<file path="src/design/rpf_pkg.sv">
// rpf_pkg: shared types and constants for the radio packet framer
// no dependencies; imported by every other file of the block except rpf_if

package rpf_pkg;

    // framer mode, also reported on every result beat
    typedef enum logic [1:0] {
        MODE_IDLE = 2'd0,
        MODE_RX   = 2'd1,
        MODE_TX   = 2'd2
    } t_mode;

    // input command codes
    typedef enum logic [2:0] {
        CMD_EVENT = 3'd0,
        CMD_WRITE = 3'd1,
        CMD_SEND  = 3'd2,
        CMD_POLL  = 3'd3,
        CMD_READ  = 3'd4
    } t_cmd;

    // radio command words
    localparam logic [15:0] RC_SLEEP  = 16'h8201;
    localparam logic [15:0] RC_TXON   = 16'h823D;
    localparam logic [15:0] RC_RXON   = 16'h82D9;
    localparam logic [15:0] RC_TXBYTE = 16'hB800;

    // framing bytes
    localparam logic [7:0] PREAMBLE_BYTE = 8'h2D;
    localparam logic [7:0] TRAILER_BYTE  = 8'hAA;

    // buffer access for one item: at most one read or one write
    typedef struct packed {
        logic       wr_en;
        logic       rd_en;
        logic [7:0] addr;
        logic [7:0] wdata;
    } t_mem_req;

    // per-item result info handed from the control stage to the output stage
    typedef struct packed {
        logic [1:0]  npend;     // radio commands issued by the item
        logic [15:0] cmd0;
        logic [15:0] cmd1;
        logic        mem_cmd0;  // low byte of cmd0 comes from the buffer read
        logic        mem_read;  // read_data comes from the buffer read
        logic        accepted;
        logic        ready;
        logic [7:0]  rlen;
        logic [1:0]  mode_now;
    } t_item_info;

endpackage

</file>
<file path="src/design/rpf_if.sv">
// rpf_if: valid/ready channel interfaces for item beats and result beats
// no dependencies; rpf_pkg is not imported here

interface rpf_in_if;
    logic       valid;
    logic       ready;
    logic [2:0] cmd;
    logic [7:0] data_byte;
    logic [7:0] byte_index;
    logic [7:0] frame_length;

    modport source (output valid, cmd, data_byte, byte_index, frame_length, input ready);
    modport sink   (input valid, cmd, data_byte, byte_index, frame_length, output ready);
endinterface

interface rpf_out_if;
    logic        valid;
    logic        ready;
    logic        radio_cmd_valid;
    logic [15:0] radio_cmd;
    logic        last;
    logic        accepted;
    logic        frame_ready;
    logic [7:0]  frame_len;
    logic [7:0]  read_data;
    logic [1:0]  mode_now;

    modport source (output valid, radio_cmd_valid, radio_cmd, last, accepted, frame_ready,
                    frame_len, read_data, mode_now, input ready);
    modport sink   (input valid, radio_cmd_valid, radio_cmd, last, accepted, frame_ready,
                    frame_len, read_data, mode_now, output ready);
endinterface

</file>
<file path="src/design/rpf_mem.sv">
// rpf_mem: frame buffer, one synchronous port, registered read data
// depends on rpf_pkg for the access request type

module rpf_mem #(
    parameter int MAX_FRAME = 250
) (
    input  logic              i_clk,
    input  rpf_pkg::t_mem_req i_req,
    output logic [7:0]        o_rd_data
);
    import rpf_pkg::*;

    localparam int AW = (MAX_FRAME > 1) ? $clog2(MAX_FRAME) : 1;

    logic [7:0] r_mem [MAX_FRAME];
    logic [7:0] r_rd_data;

    // write and registered read
    always_ff @(posedge i_clk) begin
        if (i_req.wr_en) begin
            r_mem[i_req.addr[AW-1:0]] <= i_req.wdata;
        end
        if (i_req.rd_en) begin
            r_rd_data <= r_mem[i_req.addr[AW-1:0]];
        end
    end

    assign o_rd_data = r_rd_data;

endmodule

</file>
<file path="src/design/rpf_ctrl.sv">
// rpf_ctrl: framer state (mode, tx step, index, length, sync byte) and item decode
// depends on rpf_pkg; drives the buffer request and the per-item result info

module rpf_ctrl #(
    parameter int MAX_FRAME = 250
) (
    input  logic                i_clk,
    input  logic                i_rst_n,
    input  logic                i_accept,
    input  logic [2:0]          i_cmd,
    input  logic [7:0]          i_data_byte,
    input  logic [7:0]          i_byte_index,
    input  logic [7:0]          i_frame_length,
    input  logic                i_cfg_we,
    input  logic [7:0]          i_cfg_wdata,
    output rpf_pkg::t_mem_req   o_mem_req,
    output rpf_pkg::t_item_info o_info
);
    import rpf_pkg::*;

    localparam logic [8:0] MAX9 = 9'(MAX_FRAME);

    t_mode      r_mode, n_mode;
    logic [8:0] r_tx_step, n_tx_step;
    logic [7:0] r_buf_index, n_buf_index;
    logic [7:0] r_buf_len, n_buf_len;
    logic [7:0] r_sync_byte;

    logic       wr, rd;
    logic [7:0] idx_inc;
    logic [8:0] tx_d;
    logic       rx_len_phase, rx_drop, rx_store, rx_done;
    logic       tx_payload, tx_end;
    logic       send_ok, send_kill_rx, send_go;
    logic       poll_done;
    logic       idx_ok;

    // shared decode of the current state
    assign idx_inc      = r_buf_index + 8'd1;
    assign rx_len_phase = (r_buf_index == 8'd0) && (r_buf_len == 8'd0);
    assign rx_drop      = rx_len_phase && ({1'b0, i_data_byte} > MAX9);
    assign rx_store     = !rx_len_phase && (r_buf_index < r_buf_len)
                          && ({1'b0, r_buf_index} < MAX9);
    assign rx_done      = rx_store && (idx_inc >= r_buf_len);
    assign tx_d         = r_tx_step - 9'd3;
    assign tx_payload   = (r_tx_step >= 9'd3) && (tx_d < {1'b0, r_buf_len}) && (tx_d < MAX9);
    assign tx_end       = (r_tx_step >= 9'd3) && !tx_payload && (tx_d != {1'b0, r_buf_len});
    assign send_ok      = {1'b0, i_frame_length} <= MAX9;
    assign send_kill_rx = (r_mode == MODE_RX) && (r_buf_index == 8'd0);
    assign send_go      = send_ok && (send_kill_rx || (r_mode == MODE_IDLE));
    assign poll_done    = (r_mode == MODE_RX) && (r_buf_index >= r_buf_len)
                          && (r_buf_index != 8'd0);
    assign idx_ok       = {1'b0, i_byte_index} < MAX9;

    // next state
    always_comb begin
        n_mode      = r_mode;
        n_tx_step   = r_tx_step;
        n_buf_index = r_buf_index;
        n_buf_len   = r_buf_len;
        unique case (i_cmd)
            CMD_EVENT: begin
                if (r_mode == MODE_RX) begin
                    if (rx_len_phase) begin
                        if (rx_drop) begin
                            n_buf_len = 8'd0;
                            n_mode    = MODE_IDLE;
                        end else begin
                            n_buf_len = i_data_byte;
                        end
                    end else if (rx_store) begin
                        n_buf_index = idx_inc;
                    end
                end else if (r_mode == MODE_TX) begin
                    n_tx_step = r_tx_step + 9'd1;
                    if (tx_end) begin
                        n_mode = MODE_IDLE;
                    end
                end
            end
            CMD_SEND: begin
                if (send_go) begin
                    n_buf_index = 8'd0;
                    n_buf_len   = i_frame_length;
                    n_tx_step   = 9'd0;
                    n_mode      = MODE_TX;
                end
            end
            CMD_POLL: begin
                if (poll_done || (r_mode == MODE_IDLE)) begin
                    n_buf_index = 8'd0;
                    n_buf_len   = 8'd0;
                    n_mode      = poll_done ? MODE_IDLE : MODE_RX;
                end
            end
            default: begin
            end
        endcase
    end

    // result info and buffer access
    always_comb begin
        o_info          = '0;
        o_info.mode_now = n_mode;
        wr              = 1'b0;
        rd              = 1'b0;
        o_mem_req.addr  = i_byte_index;
        o_mem_req.wdata = i_data_byte;
        unique case (i_cmd)
            CMD_EVENT: begin
                if (r_mode == MODE_RX) begin
                    if (rx_len_phase) begin
                        if (rx_drop) begin
                            o_info.npend = 2'd1;
                            o_info.cmd0  = RC_SLEEP;
                        end
                    end else if (rx_store) begin
                        wr             = 1'b1;
                        o_mem_req.addr = r_buf_index;
                        if (rx_done) begin
                            o_info.npend = 2'd1;
                            o_info.cmd0  = RC_SLEEP;
                        end
                    end
                end else if (r_mode == MODE_TX) begin
                    o_info.npend = 2'd1;
                    if (r_tx_step == 9'd0) begin
                        o_info.cmd0 = RC_TXBYTE | {8'd0, PREAMBLE_BYTE};
                    end else if (r_tx_step == 9'd1) begin
                        o_info.cmd0 = RC_TXBYTE | {8'd0, r_sync_byte};
                    end else if (r_tx_step == 9'd2) begin
                        o_info.cmd0 = RC_TXBYTE | {8'd0, r_buf_len};
                    end else if (tx_payload) begin
                        rd              = 1'b1;
                        o_mem_req.addr  = tx_d[7:0];
                        o_info.mem_cmd0 = 1'b1;
                        o_info.cmd0     = RC_TXBYTE;
                    end else if (tx_end) begin
                        o_info.npend = 2'd2;
                        o_info.cmd0  = RC_SLEEP;
                        o_info.cmd1  = RC_TXBYTE | {8'd0, TRAILER_BYTE};
                    end else begin
                        o_info.cmd0 = RC_TXBYTE | {8'd0, TRAILER_BYTE};
                    end
                end
            end
            CMD_WRITE: begin
                if (idx_ok && (r_mode != MODE_TX)) begin
                    wr              = 1'b1;
                    o_info.accepted = 1'b1;
                end
            end
            CMD_SEND: begin
                if (send_go) begin
                    o_info.accepted = 1'b1;
                    if (send_kill_rx) begin
                        o_info.npend = 2'd2;
                        o_info.cmd0  = RC_SLEEP;
                        o_info.cmd1  = RC_TXON;
                    end else begin
                        o_info.npend = 2'd1;
                        o_info.cmd0  = RC_TXON;
                    end
                end
            end
            CMD_POLL: begin
                if (poll_done) begin
                    o_info.ready = 1'b1;
                    o_info.rlen  = r_buf_len;
                end else if (r_mode == MODE_IDLE) begin
                    o_info.npend = 2'd1;
                    o_info.cmd0  = RC_RXON;
                end
            end
            CMD_READ: begin
                if (idx_ok) begin
                    rd              = 1'b1;
                    o_info.mem_read = 1'b1;
                end
            end
            default: begin
            end
        endcase
        o_mem_req.wr_en = i_accept && wr;
        o_mem_req.rd_en = i_accept && rd;
    end

    // state registers
    always_ff @(posedge i_clk) begin
        if (!i_rst_n) begin
            r_mode      <= MODE_IDLE;
            r_tx_step   <= 9'd0;
            r_buf_index <= 8'd0;
            r_buf_len   <= 8'd0;
        end else if (i_accept) begin
            r_mode      <= n_mode;
            r_tx_step   <= n_tx_step;
            r_buf_index <= n_buf_index;
            r_buf_len   <= n_buf_len;
        end
    end

    // sync byte register
    always_ff @(posedge i_clk) begin
        if (!i_rst_n) begin
            r_sync_byte <= 8'd0;
        end else if (i_cfg_we) begin
            r_sync_byte <= i_cfg_wdata;
        end
    end

    // stored length never exceeds the buffer
    a_len_bound: assert property (@(posedge i_clk) disable iff (!i_rst_n)
        {1'b0, r_buf_len} <= MAX9)
        else $error("buffer length over maximum");

    // receive index never passes the length
    a_rx_index: assert property (@(posedge i_clk) disable iff (!i_rst_n)
        (r_mode == MODE_RX) |-> (r_buf_index <= r_buf_len))
        else $error("receive index past length");

    // buffer accesses stay inside the buffer
    a_mem_range: assert property (@(posedge i_clk) disable iff (!i_rst_n)
        (o_mem_req.wr_en || o_mem_req.rd_en) |-> ({1'b0, o_mem_req.addr} < MAX9))
        else $error("buffer access out of range");

endmodule

</file>
<file path="src/design/rpf_out.sv">
// rpf_out: read-latency stage and output register, splits items into result beats
// depends on rpf_pkg for the item info type and the transmit byte command

module rpf_out (
    input  logic                i_clk,
    input  logic                i_rst_n,
    input  logic                i_accept,
    input  rpf_pkg::t_item_info i_info,
    input  logic [7:0]          i_rd_data,
    output logic                o_in_ready,
    rpf_out_if.source           o_out
);
    import rpf_pkg::*;

    logic        r_a_v;
    t_item_info  r_a_info;
    logic        r_b_v;
    logic        r_b_sel;
    logic [1:0]  r_b_npend;
    logic [15:0] r_b_cmd0;
    logic [15:0] r_b_cmd1;
    logic        r_b_accepted;
    logic        r_b_ready;
    logic [7:0]  r_b_rlen;
    logic [7:0]  r_b_rdata;
    logic [1:0]  r_b_mode;

    logic b_is_last, b_beat, b_last_taken, a_move, cmd_valid;

    // beat bookkeeping
    assign b_is_last    = r_b_sel == (r_b_npend == 2'd2);
    assign b_beat       = r_b_v && o_out.ready;
    assign b_last_taken = b_beat && b_is_last;
    assign a_move       = r_a_v && (!r_b_v || b_last_taken);
    assign o_in_ready   = !r_a_v || a_move;
    assign cmd_valid    = {1'b0, r_b_sel} < r_b_npend;

    // stage valid flags and beat select
    always_ff @(posedge i_clk) begin
        if (!i_rst_n) begin
            r_a_v   <= 1'b0;
            r_b_v   <= 1'b0;
            r_b_sel <= 1'b0;
        end else begin
            if (i_accept) begin
                r_a_v <= 1'b1;
            end else if (a_move) begin
                r_a_v <= 1'b0;
            end
            if (a_move) begin
                r_b_v   <= 1'b1;
                r_b_sel <= 1'b0;
            end else if (b_last_taken) begin
                r_b_v <= 1'b0;
            end else if (b_beat) begin
                r_b_sel <= 1'b1;
            end
        end
    end

    // payload: item info, then resolved results with buffer data merged
    always_ff @(posedge i_clk) begin
        if (i_accept) begin
            r_a_info <= i_info;
        end
        if (a_move) begin
            r_b_npend    <= r_a_info.npend;
            r_b_cmd0     <= r_a_info.mem_cmd0 ? (RC_TXBYTE | {8'd0, i_rd_data})
                                              : r_a_info.cmd0;
            r_b_cmd1     <= r_a_info.cmd1;
            r_b_accepted <= r_a_info.accepted;
            r_b_ready    <= r_a_info.ready;
            r_b_rlen     <= r_a_info.rlen;
            r_b_rdata    <= r_a_info.mem_read ? i_rd_data : 8'd0;
            r_b_mode     <= r_a_info.mode_now;
        end
    end

    // result beat
    assign o_out.valid           = r_b_v;
    assign o_out.radio_cmd_valid = cmd_valid;
    assign o_out.radio_cmd       = !cmd_valid ? 16'd0 : (r_b_sel ? r_b_cmd1 : r_b_cmd0);
    assign o_out.last            = b_is_last;
    assign o_out.accepted        = r_b_accepted;
    assign o_out.frame_ready     = r_b_ready;
    assign o_out.frame_len       = r_b_rlen;
    assign o_out.read_data       = r_b_rdata;
    assign o_out.mode_now        = r_b_mode;

    // second beat only exists for two-command items
    a_sel_bound: assert property (@(posedge i_clk) disable iff (!i_rst_n)
        (r_b_v && r_b_sel) |-> (r_b_npend == 2'd2))
        else $error("second beat on a single-result item");

    // a taken first beat of a two-command item is followed by its second beat
    a_second_beat: assert property (@(posedge i_clk) disable iff (!i_rst_n)
        (b_beat && !b_is_last && !a_move) |=> (r_b_v && r_b_sel))
        else $error("second beat lost");

    // an empty read stage always takes a new item
    a_skid: assert property (@(posedge i_clk) disable iff (!i_rst_n)
        !r_a_v |-> o_in_ready)
        else $error("stalled with an empty read stage");

endmodule

</file>
<file path="src/design/radio_packet_framer.sv">
// radio_packet_framer: length-prefixed packet framer for a FIFO radio
// depends on rpf_pkg, rpf_if, rpf_ctrl, rpf_mem and rpf_out
// latency: an item passes the read stage register, then the output register,
//   before its first result beat can be taken
// throughput: one item per cycle unless the output stalls; an item with two radio
//   commands holds the input for two result beats of the single output register
// reset: synchronous, clears mode, counters, sync byte and stage flags;
//   buffer contents stay undefined until written, no clearing pass

module radio_packet_framer #(
    parameter int MAX_FRAME = 250
) (
    input  logic       i_clk,
    input  logic       i_rst_n,
    input  logic       i_cfg_we,
    input  logic [7:0] i_cfg_wdata,
    rpf_in_if.sink     i_in,
    rpf_out_if.source  o_out
);
    import rpf_pkg::*;

    logic       w_accept;
    logic       w_in_ready;
    t_mem_req   w_mem_req;
    t_item_info w_info;
    logic [7:0] w_rd_data;

    // input handshake
    assign i_in.ready = w_in_ready;
    assign w_accept   = i_in.valid && w_in_ready;

    // state and decode
    rpf_ctrl #(
        .MAX_FRAME (MAX_FRAME)
    ) u_ctrl (
        .i_clk          (i_clk),
        .i_rst_n        (i_rst_n),
        .i_accept       (w_accept),
        .i_cmd          (i_in.cmd),
        .i_data_byte    (i_in.data_byte),
        .i_byte_index   (i_in.byte_index),
        .i_frame_length (i_in.frame_length),
        .i_cfg_we       (i_cfg_we),
        .i_cfg_wdata    (i_cfg_wdata),
        .o_mem_req      (w_mem_req),
        .o_info         (w_info)
    );

    // frame buffer
    rpf_mem #(
        .MAX_FRAME (MAX_FRAME)
    ) u_mem (
        .i_clk     (i_clk),
        .i_req     (w_mem_req),
        .o_rd_data (w_rd_data)
    );

    // result stages
    rpf_out u_out (
        .i_clk      (i_clk),
        .i_rst_n    (i_rst_n),
        .i_accept   (w_accept),
        .i_info     (w_info),
        .i_rd_data  (w_rd_data),
        .o_in_ready (w_in_ready),
        .o_out      (o_out)
    );

endmodule

</file>
<file path="src/flat_wrapper.sv">
// flat-port wrapper written by rule: the top's interface ports become plain ports
module radio_packet_framer_flat import rpf_pkg::*;
#(
    parameter int MAX_FRAME = 250
)
  (i_clk, i_rst_n, i_cfg_we, i_cfg_wdata, i_in_valid, i_in_cmd, i_in_data_byte, i_in_byte_index, i_in_frame_length, i_in_ready, o_out_valid, o_out_radio_cmd_valid, o_out_radio_cmd, o_out_last, o_out_accepted, o_out_frame_ready, o_out_frame_len, o_out_read_data, o_out_mode_now, o_out_ready);
  rpf_in_if i_in_i ();
  rpf_out_if o_out_i ();
  input  logic i_clk;
  input  logic i_rst_n;
  input  logic i_cfg_we;
  input  logic [7:0] i_cfg_wdata;
  input wire logic [$bits(i_in_i.valid)-1:0] i_in_valid;
  input wire logic [$bits(i_in_i.cmd)-1:0] i_in_cmd;
  input wire logic [$bits(i_in_i.data_byte)-1:0] i_in_data_byte;
  input wire logic [$bits(i_in_i.byte_index)-1:0] i_in_byte_index;
  input wire logic [$bits(i_in_i.frame_length)-1:0] i_in_frame_length;
  output wire logic [$bits(i_in_i.ready)-1:0] i_in_ready;
  output wire logic [$bits(o_out_i.valid)-1:0] o_out_valid;
  output wire logic [$bits(o_out_i.radio_cmd_valid)-1:0] o_out_radio_cmd_valid;
  output wire logic [$bits(o_out_i.radio_cmd)-1:0] o_out_radio_cmd;
  output wire logic [$bits(o_out_i.last)-1:0] o_out_last;
  output wire logic [$bits(o_out_i.accepted)-1:0] o_out_accepted;
  output wire logic [$bits(o_out_i.frame_ready)-1:0] o_out_frame_ready;
  output wire logic [$bits(o_out_i.frame_len)-1:0] o_out_frame_len;
  output wire logic [$bits(o_out_i.read_data)-1:0] o_out_read_data;
  output wire logic [$bits(o_out_i.mode_now)-1:0] o_out_mode_now;
  input wire logic [$bits(o_out_i.ready)-1:0] o_out_ready;
  assign i_in_i.valid = i_in_valid;
  assign i_in_i.cmd = i_in_cmd;
  assign i_in_i.data_byte = i_in_data_byte;
  assign i_in_i.byte_index = i_in_byte_index;
  assign i_in_i.frame_length = i_in_frame_length;
  assign i_in_ready = i_in_i.ready;
  assign o_out_valid = o_out_i.valid;
  assign o_out_radio_cmd_valid = o_out_i.radio_cmd_valid;
  assign o_out_radio_cmd = o_out_i.radio_cmd;
  assign o_out_last = o_out_i.last;
  assign o_out_accepted = o_out_i.accepted;
  assign o_out_frame_ready = o_out_i.frame_ready;
  assign o_out_frame_len = o_out_i.frame_len;
  assign o_out_read_data = o_out_i.read_data;
  assign o_out_mode_now = o_out_i.mode_now;
  assign o_out_i.ready = o_out_ready;
  radio_packet_framer #(.MAX_FRAME(MAX_FRAME)) u_core (.i_clk(i_clk), .i_rst_n(i_rst_n), .i_cfg_we(i_cfg_we), .i_cfg_wdata(i_cfg_wdata), .i_in(i_in_i), .o_out(o_out_i));
endmodule
</file>
<file path="config.mk">
export PLATFORM = sky130hd
export DESIGN_NAME = radio_packet_framer_flat
export DESIGN_NICKNAME = d
export VERILOG_FILES = /design/src/design/rpf_pkg.sv /design/src/design/rpf_if.sv /design/src/design/rpf_mem.sv /design/src/design/rpf_ctrl.sv /design/src/design/rpf_out.sv /design/src/design/radio_packet_framer.sv /design/src/flat_wrapper.sv
export SDC_FILE = /design/constraint.sdc
export NUM_CORES = 2
export LEC_CHECK = 0
export ABC_CLOCK_PERIOD_IN_PS = 6700
export BUFFER_PORTS_ARGS = -buffer_cell sky130_fd_sc_hd__buf_2
export CAP_MARGIN = 20
export CORE_MARGIN = 4
export CORE_UTILIZATION = 40
export DETAILED_ROUTE_END_ITERATION = 16
export PLACE_DENSITY = 0.63
export SYNTH_ARGS = -nofsm -noshare
export SYNTH_HDL_FRONTEND = slang
export SYNTH_SLANG_ARGS = --single-unit
</file>
<file path="constraint.sdc">
create_clock -name i_clk -period 6.7 [get_ports i_clk]
set_input_delay 1.005 -clock i_clk [delete_from_list [all_inputs] [get_ports i_clk]]
set_output_delay 1.005 -clock i_clk [all_outputs]
set_load 0.05 [all_outputs]
</file>
==> impl_results.md <==
* Leakage at 29.8 nW
* RSZ-0062 raised after global routing: false
* MaxCap Viol Count at 0
* Vias in the first global route at 43406
* # setup viols final at 0
* Netlist cell types at 77
* First-pass GRT wire length at 307 mm
* Simple-gate area share of the yosys netlist at 0.0314
* Fmax at 0.157 GHz
* Die width at 464 um
* Synthesized area at 83100 um^2
* Fillers at 17152
* Ys Warns at 0
* Top sig layer: met5
* Proportion of layout cells with a drive suffix above 1 at 0.264
* Clock Skew at 0.0325 ns
* Synth async-reset ratio at 0
* Wire per inst at 28.4 um
* Xor/xnor cell area share of the yosys netlist at 0.00211
* Min Clock Period, post-route at 6.38 ns
* IO Count at 80
* CP Max Fanout at 28
* CTS clk-pin slew, worst paths at 0.06 ns
* WP data required at 7.26 ns
* Synth Area in Compound Gates at 0.0537
* Combinational family with the most area after synthesis: multiplexers
* R2r setup slk at 0.32 ns
* Bufs on Longest Clock Path at 3
* Total grt overflow at 0
* Slowest stage delay, CP at 0.70 ns
* DRT antenna net count at 0
* Multi-input logic area at 18800 um^2
* Critical path arrival at 6.94 ns
* Post-cts gate resize count at 0
* Most common cell on crit path: ha_1
* Critical path endpoint category: flip-flop
* Slew @ Worst Pin at 1.12 ns
* Reg2reg end: u_core.u_mem.o_rd_data[2]
* Met2 routed WL at 101 mm
* Number of synthesized flops with an enable pin at 2074
* Slowest-stage cell, CP: o41ai_1
* Design Area, Final at 95400 um^2
* Crit Path Class: flip-flop to flip-flop
* Post-Synth Adder-Cell Area at 0.00451
* Post-synthesis mux area share at 0.133
* Synthesized instance count at 4197
* Wire length on met3 at 18.0 mm
* Outcome: finished, final reports clean
* Starting Density at 0.402
* HPWL after DPL at 129 mm
* Synthesized area per cell at 19.8 um^2
* Largest net degree at the start of global routing at 177
* Buffers added on ports at 76
* GRT Overall Usage at 0.193
* Core area at 207000 um^2
* Pwr dens at 291 nW/um^2
* Slew Viols, Final at 0
* Post-Route WL at 211 mm
* Reg area at 63000 um^2
* Worst reg2reg path depth at 18
* Area Growth Syn to Fin at 14.7%
* Nets at 4623
* Fin. Hold Viols at 0
* TritonCTS clock tree: built
* Placed cell area at 88700 um^2
* DRT iter0 DRCs at 5150
* Top_reg_cell synth: edfxtp_1
* Worst r2r src: u_core.u_ctrl.r_tx_step[0]
* # rows at 167
* Num CTS Buffers at 208
* Hold path start: i_in_valid
* Via density at 5.85
* Sequential fraction of the synthesis area at 0.758
* Final period utilization at 0.953
* Drt drc at 0
* Vias at 43468
* Fin Setup TNS at 0 ns
* DR pass1 iterations at 5
* WL met1 at 86.3 mm
* Crit path launch type: flip-flop
* Yosys reg bits at 2112
* HP Class: input pin to flip-flop
* Hold Path End: u_core.u_out.r_a_v
* Skew-Pair Late Insertion Delay at 0.85 ns
* Die area at 215000 um^2
* Die H at 464 um
* Clock Tree Root: clkbuf_16
* Initial antenna violation count at 5
* Slew headroom at 0.250
* Max IR drop VDD at 0.000292 V
* GP Congestion at 0.897
* CTS Sinks at 2112
* Crit path cell chain: ha_1 -> or3_1 -> o21a_1 -> or2_2 -> ha_1 -> nand3_1 -> nor2_1 -> a221oi_2 -> o21a_4 -> a211oi_2 -> nor3_2 -> buf_12 -> buf_4 -> mux4_2 -> a22oi_1 -> a21oi_1 -> o41ai_1 -> nand4_1
* H-tree depth at 4
* Hold Path Stages at 3
## final cells by class
class	instances	area share
Tap cell	2704	0.0355
Clock inverter	135	0.0127
Timing Repair Buffer	408	0.0363
Clock buffer	250	0.0568
Multi-Input combinational cell	1796	0.197
Inverter	27	0.00106
Sequential cell	2112	0.661
Antenna cell	1	0.0000262
## cells by family (layout without fill, tap and decap cells)
group	count (synthesis)	after routing
simple gates	591	591
compound gates	631	631
flops	2112	2112
xor+xnor	20	20
buf+inv	291	820
fa+ha+maj	30	30
mux	521	521
other cells	1	4
## cell usage after synthesis, types with 5 or more instances
| master | count | area, um^2 |
|---|---|---|
| o21a_1 | 11 | 82.6 |
| mux2_2 | 34 | 383 |
| o31ai_1 | 23 | 173 |
| a2111oi_0 | 18 | 158 |
| nor3_1 | 23 | 115 |
| a22oi_1 | 217 | 1630 |
| a31oi_1 | 9 | 56.3 |
| mux4_2 | 462 | 10400 |
| nand3_1 | 14 | 70.1 |
| mux2i_1 | 18 | 180 |
| nand2_1 | 135 | 507 |
| buf_6 | 29 | 327 |
| a221o_1 | 16 | 160 |
| nand4_1 | 22 | 138 |
| buf_4 | 20 | 150 |
| mux2_1 | 7 | 78.8 |
| or2_2 | 9 | 56.3 |
| o21ai_0 | 27 | 135 |
| edfxtp_1 | 2074 | 62300 |
| o311ai_0 | 18 | 158 |
| nor2b_1 | 9 | 56.3 |
| or3_1 | 10 | 62.6 |
| nor4_1 | 6 | 37.5 |
| a21oi_1 | 166 | 831 |
| clkbuf_1 | 150 | 563 |
| and3_1 | 19 | 119 |
| a41oi_1 | 5 | 43.8 |
| o211ai_1 | 15 | 113 |
| ha_1 | 30 | 375 |
| inv_1 | 26 | 97.6 |
| buf_2 | 38 | 190 |
| o41ai_1 | 24 | 210 |
| xor2_1 | 9 | 78.8 |
| nor2_1 | 306 | 1150 |
| buf_1 | 27 | 101 |
| xnor2_1 | 11 | 96.3 |
| a211oi_1 | 21 | 158 |
| and2_1 | 18 | 113 |
| dfxtp_1 | 38 | 761 |
| a221oi_1 | 23 | 201 |
## state kept, by name, indices dropped and copies added (netlist names)
register,cells
u_core.u_ctrl.r_sync_byte,8
u_core.u_out.r_b_cmd1,3
u_core.u_out.r_b_sel,1
u_core.u_mem.r_mem,2000
u_core.u_out.o_out.accepted,1
u_core.u_ctrl.r_buf_len,8
u_core.u_mem.o_rd_data,8
u_core.u_ctrl.r_mode,2
u_core.u_out.r_a_v,1
u_core.u_out.o_out.read_data,8
u_core.u_out.o_out.valid,1
u_core.u_out.o_out.frame_ready,1
u_core.u_out.r_b_cmd0,11
u_core.u_out.o_out.frame_len,8
u_core.u_out.r_b_npend,2
u_core.u_ctrl.r_buf_index,8
u_core.u_ctrl.r_tx_step,9
u_core.u_out.r_a_info,30
u_core.u_out.o_out.mode_now,2
## metal layers
layer / GRT usage / vias to the layer above
li1: - / 18184
met1: 0.274 / 22912
met2: 0.305 / 2039
met3: 0.0370 / 331
met4: 0.0581 / 2
met5: 0 / -
## stage by stage
| stage | std cells | util | worst slack [ns] | hold WS [ns] | total power, W |
|---|---|---|---|---|---|
| floorplan | 4199 | - | 1.69 | 0.400 | 0.0159 |
| global placement | 7040 | 0.429 | 0.260 | 0.403 | 0.0167 |
| detailed placement | 7041 | 0.429 | 0.223 | 0.405 | 0.0167 |
| CTS | 7426 | 0.461 | 0.211 | 0.352 | 0.0279 |
| global route | 7432 | 0.461 | 0.117 | 0.412 | 0.0286 |
| finish | 7433 | 0.461 | 0.318 | 0.415 | 0.0277 |
## how the worst max path moves through the flow
stage,start,to,slack [ns],depth (start not counted)
global placement,u_core.u_ctrl.r_tx_step[0],u_core.u_mem.o_rd_data[6],0.26,19
global route,u_core.u_ctrl.r_tx_step[0],u_core.u_mem.o_rd_data[2],0.12,18
floorplan,u_core.u_ctrl.r_tx_step[0],u_core.u_mem.r_mem[182][0],1.69,18
detailed placement,u_core.u_ctrl.r_tx_step[0],u_core.u_mem.o_rd_data[2],0.22,18
finish,u_core.u_ctrl.r_tx_step[0],u_core.u_mem.o_rd_data[2],0.32,18
CTS,u_core.u_ctrl.r_tx_step[0],u_core.u_mem.o_rd_data[2],0.21,18
## worst max-delay path: cells and delay by family, from the launching register on
kind / cells / cell delay (ns)
AO/OA/AOI/OAI: 7 / 2.19
adder cells (fa/ha/maj): 2 / 0.57
buffers and inverters: 2 / 0.73
flip-flops: 1 / 0.43
multiplexers: 1 / 0.39
AND/OR/NAND/NOR: 6 / 1.76
## placed cells by master, fill, tap and decap left out, drive strengths merged, types with 10 or more instances in the layout
master | synthesis | layout
a2111oi | 18 | 18
a211oi | 22 | 22
a21oi | 166 | 166
a221o | 16 | 16
a221oi | 24 | 24
a22oi | 217 | 217
and2 | 18 | 18
and3 | 19 | 19
buf | 114 | 408
bufinv | 0 | 15
clkbuf | 150 | 250
clkinv | 0 | 111
dfxtp | 38 | 38
edfxtp | 2074 | 2074
ha | 30 | 30
inv | 27 | 31
mux2 | 41 | 41
mux2i | 18 | 18
mux4 | 462 | 462
nand2 | 135 | 135
nand3 | 14 | 14
nand4 | 22 | 22
nor2 | 307 | 307
nor3 | 24 | 24
o211ai | 15 | 15
o21a | 12 | 12
o21ai | 29 | 29
o311ai | 19 | 19
o31ai | 23 | 23
o41ai | 24 | 24
or3 | 10 | 10
xnor2 | 11 | 11
## where the power goes
group | switching, W | total [W] | internal (W)
sequential | 0.0000215 | 0.0146 | 0.0145
clock | 0.00498 | 0.0113 | 0.00635
combinational | 0.00113 | 0.00183 | 0.000699
total | 0.00613 | 0.0277 | 0.0216
## repair_timing
action / 4_1_cts / 5_1_grt
setup buffers: 0 / 5
setup endpoints to repair: 0 / 1
hold buffers: 0 / 0
Power figures use the tool's default switching activity.
